$ cat config.mk
export PLATFORM = sky130hd
export DESIGN_NAME = eebe_ctrl
export DESIGN_NICKNAME = d
export VERILOG_FILES = /design/src/hdl/eebe_pkg.sv /design/src/hdl/eebe_ctrl.sv
export SDC_FILE = /design/constraint.sdc
export NUM_CORES = 1
export LEC_CHECK = 0
export BUFFER_PORTS_ARGS = -buffer_cell sky130_fd_sc_hd__buf_4
export CELL_PAD_IN_SITES_DETAIL_PLACEMENT = 1
export CELL_PAD_IN_SITES_GLOBAL_PLACEMENT = 1
export CORE_AREA = 3 3 40 42
export CTS_CLUSTER_DIAMETER = 150
export DETAILED_ROUTE_END_ITERATION = 8
export DIE_AREA = 0 0 43 45
export PLACE_DENSITY_LB_ADDON = 0.1
export RECOVER_POWER = 50
export SYNTH_ARGS = -nofsm -noshare
export SYNTH_HDL_FRONTEND = slang
export SYNTH_SLANG_ARGS = --single-unit
$ cat constraint.sdc
create_clock -name clk -period 2.09 [get_ports clk]
set_clock_uncertainty 0.15 [all_clocks]
set_input_delay 0.209 -clock clk [delete_from_list [all_inputs] [get_ports clk]]
set_output_delay 0.209 -clock clk [all_outputs]
set_load 0.1 [all_outputs]
$ cat src/hdl/eebe_pkg.sv
// Package for the I2C EEPROM back end: request and result structs,
// function and status codes, and the controller/datapath interface structs.
// No dependencies.
`default_nettype none
package eebe_pkg;

  localparam logic [2:0] FUNC_WR_BYTE   = 3'd0;
  localparam logic [2:0] FUNC_RD_REQ    = 3'd1;
  localparam logic [2:0] FUNC_RD_DONE   = 3'd2;
  localparam logic [2:0] FUNC_STOP      = 3'd3;
  localparam logic [2:0] FUNC_WR_START  = 3'd4;
  localparam logic [2:0] FUNC_HOST_LOAD = 3'd5;
  localparam logic [2:0] FUNC_HOST_READ = 3'd6;

  localparam logic [1:0] STS_OK       = 2'd0;
  localparam logic [1:0] STS_LOAD_REJ = 2'd1;
  localparam logic [1:0] STS_PAST_END = 2'd2;

  localparam logic [7:0] BYTE_ERASED = 8'hFF;

  typedef struct packed {
    logic [2:0]  func;
    logic [7:0]  bus_byte;
    logic [15:0] host_addr;
    logic [7:0]  host_data;
    logic [16:0] chunk_offset;
    logic [16:0] chunk_count;
  } in_t;

  typedef struct packed {
    logic [7:0]  read_byte;
    logic [1:0]  status;
    logic [31:0] offset_now;
    logic [16:0] size_now;
    logic        address_valid;
  } out_t;

  typedef struct packed {
    logic clear;
    logic load;
    logic exec;
    logic latch_out;
  } cmd_t;

  typedef struct packed {
    logic clear_last;
  } sts_t;

endpackage
`default_nettype wire

$ cat src/hdl/eebe_ctrl.sv
// Controller for the I2C EEPROM back end: clear sweep after reset, then one
// request at a time through execute, fetch and output register. Uses eebe_pkg.
`default_nettype none
module eebe_ctrl import eebe_pkg::*; (
  input  wire logic clk,
  input  wire logic rst_n,
  input  wire logic in_valid,
  output logic      in_ready,
  output logic      out_valid,
  input  wire logic out_ready,
  output cmd_t      cmd,
  input  wire sts_t sts
);

  localparam logic [1:0] ST_CLEAR = 2'd0;
  localparam logic [1:0] ST_IDLE  = 2'd1;
  localparam logic [1:0] ST_EXEC  = 2'd2;
  localparam logic [1:0] ST_FETCH = 2'd3;

  logic [1:0] state_r, state_nxt;
  logic       out_valid_r, out_valid_nxt;
  logic       accept;

  assign in_ready  = (state_r == ST_IDLE);
  assign out_valid = out_valid_r;
  assign accept    = in_valid && in_ready;

  always_comb begin
    cmd           = '0;
    state_nxt     = state_r;
    unique case (state_r)
      ST_CLEAR: begin
        cmd.clear = 1'b1;
        if (sts.clear_last) state_nxt = ST_IDLE;
      end
      ST_IDLE: begin
        cmd.load = accept;
        if (accept) state_nxt = ST_EXEC;
      end
      ST_EXEC: begin
        cmd.exec  = 1'b1;
        state_nxt = ST_FETCH;
      end
      ST_FETCH: begin
        if (!out_valid_r || out_ready) begin
          cmd.latch_out = 1'b1;
          state_nxt     = ST_IDLE;
        end
      end
      default: state_nxt = ST_CLEAR;
    endcase
    priority if (cmd.latch_out) out_valid_nxt = 1'b1;
    else if (out_ready)         out_valid_nxt = 1'b0;
    else                        out_valid_nxt = out_valid_r;
  end

  always_ff @(posedge clk) begin
    if (!rst_n) begin
      state_r     <= ST_CLEAR;
      out_valid_r <= 1'b0;
    end else begin
      state_r     <= state_nxt;
      out_valid_r <= out_valid_nxt;
    end
  end

  a_accept_exec: assert property (@(posedge clk) disable iff (!rst_n)
    accept |=> (state_r == ST_EXEC))
    else $error("accepted request not executed next cycle");

  a_no_overwrite: assert property (@(posedge clk) disable iff (!rst_n)
    cmd.latch_out |-> (!out_valid_r || out_ready))
    else $error("result register overwritten while pending");

  a_no_accept_clear: assert property (@(posedge clk)
    (!rst_n || state_r == ST_CLEAR) |-> !cmd.load)
    else $error("request taken during clear sweep");

  a_exec_fetch: assert property (@(posedge clk) disable iff (!rst_n)
    cmd.exec |=> (state_r == ST_FETCH))
    else $error("execute not followed by fetch");

endmodule
`default_nettype wire

==> results.tsv <==
metric	value	unit
GRT Residual Overflow	0	
CP max-delay cell	buf_1	
# hold bufs at CTS	0	
vias in the first global route	207	
share of cells above drive strength 1	37.8	%
Worst path max stage delay	870	ps
Final Cell Area	328	sq um
Synth Cell Area	220	sq um
CP top delay family	buffers and inverters	
Slew headroom	22.0	%
DR WL met3	64	um
initial antenna violation count	0	
TritonRoute pass-1 iters	4	
Required @ worst endpoint	1730	ps
Post-layout nets	48	
Slew @ Worst Pin	1170	ps
Post-Route WL	488	um
drt wl/cell	9.38	um
starting density of the core	17.1	%
post-route ant nets	0	
deepest clock path buffer count	2	
sequential share of the synthesized area	27.3	%
FF-to-FF path depth	4	
clk_lat worst skew	230	ps
met2 wire length	229	um
Post-CTS Setup Bufs	0	
area grow syn2layout	48.9	%
run status	finished clean	
DR top layer	met3	
Yosys reg bits	3	
dpl hpwl	413	um
hold endpoint	out_valid$_SDFFE_PN0P_	
Synth cell types	11	
Fin Setup TNS	0	ps
crit-path cells	buf_1	
non-filler cells, final	52	
max-cap viol count	0	
Mean Syn Cell Area	9.18	sq um
port buffer count	10	
setup slack after placement	363	ps
Ys Warns	0	
detailed-route DRC error count	0	
IO Count	11	
post-cts resize count	0	
FP Rows	13	
Setup Crit Path Kind	reg2out	
htree depth	1	
setup violators final	0	
RR Startpoint	state_r[0]$_SDFFE_PN0P_	
Buf/Inv on CP	1	
M1 wire length	194	um
Max Fclk	0.567	GHz
CTS tree	yes	
Iter 0 DRT Violations	1	
Placed Area	310	sq um
routability cong.	0.688	
flop-to-flop setup slack	390	ps
most common cell after layout, fill and taps aside	buf_4	
Critical R2R Capture	state_r[1]$_SDFFE_PN0P_	
RSZ-0062 raised after global routing	no	
hold depth	2	
routed via count	200	
fin worst setup slack	327	ps
TritonCTS Sinks	3	
Final Cycle Share	84.3	%
largest net degree at the start of global routing	6	
HP Class	in2reg	
CP endpoint kind	output port	
min cycle time layout	1760	ps
CTS root buf	clkbuf_4	
fin. max-slew vios	0	
Core Region	0.00128	sq mm
Die W	43	um
Inst Count DP	48	
Diodes inserted	0	
Worst EP arrival	1400	ps
global-route wire length before repair	855	um
Post-Syn Nets	34	
final hold viol count	0	
Worst Setup Start Kind	flop	
CTS clk-pin slew, worst paths	40	ps
Die Area	0.00194	sq mm
most frequent cells in the layout	7 x buf_4, 4 x inv_1, 4 x ha_1	
vias per std cell	3.85	
Num CTS Buffers	3	
critical hold path startpoint	rst_n	
Tot GR Track Use	6.40	%
cells after synthesis	24	
die height	45	um
crit-path max FO	2	
[stage by stage]
step | util, % | hold slack (ps)
after floorplan | - | 177
after global placement | 24.1 | 313
after detailed placement | 24.1 | 311
after CTS | 26.2 | 68.6
after global routing | 25.5 | 96.7
final | 25.5 | 72.1
[worst max path at each step]
stage                     cells after the start               startpoint                       to
after floorplan                               4  state_r[0]$_SDFFE_PN0P_  state_r[0]$_SDFFE_PN0P_
after global placement                        4  state_r[0]$_SDFFE_PN0P_  state_r[1]$_SDFFE_PN0P_
after detailed placement                      4  state_r[0]$_SDFFE_PN0P_  state_r[1]$_SDFFE_PN0P_
after CTS                                     4  state_r[0]$_SDFFE_PN0P_  state_r[1]$_SDFFE_PN0P_
after global routing                          4  state_r[0]$_SDFFE_PN0P_  state_r[1]$_SDFFE_PN0P_
final                                         1   out_valid$_SDFFE_PN0P_                out_valid
[flip-flops by register name, indices dropped and copies added, names as in the netlist]
| signal | cells |
|---|---|
| out_valid | 1 |
| state_r | 2 |
[routing by layer]
metal	track usage, %	vias to the layer above
met5	0	-
met4	3.61	0
met3	6.37	0
met2	8.68	9
met1	6.22	90
li1	-	101
[cell type report]
type / instances / area, sq um
fill: 153 / 957
clock buffer: 4 / 26.3
sequential: 3 / 60.1
multi-input combinational: 16 / 141
inverter: 4 / 15.0
tap: 15 / 18.8
timing repair buffer: 10 / 66.3
[cells in the mapped netlist, drive strengths merged]
| cell type | number | area [sq um] |
|---|---|---|
| inv | 4 | 15.0 |
| nand2 | 3 | 11.3 |
| nor2b | 2 | 12.5 |
| buf | 1 | 7.51 |
| dfxtp | 3 | 60.1 |
| o21a | 1 | 7.51 |
| a222oi | 1 | 10.0 |
| mux2i | 2 | 20.0 |
| ha | 5 | 62.6 |
| and2 | 1 | 6.26 |
| or2b | 1 | 7.51 |
[kinds of logic (layout without fill, tap and decap cells)]
logic type | after synthesis | count (layout) | share of synthesized area (%)
DFF | 3 | 3 | 27.3
and+or+nand+nor | 7 | 7 | 17.0
buffers and inverters | 5 | 18 | 10.2
AOI/OAI and AO/OA | 2 | 2 | 7.96
muxes | 2 | 2 | 9.09
adders and majority gates | 5 | 5 | 28.4
Power is not shown: default switching activity piles up to over one toggle a cycle in this logic, so the estimate is an artifact.
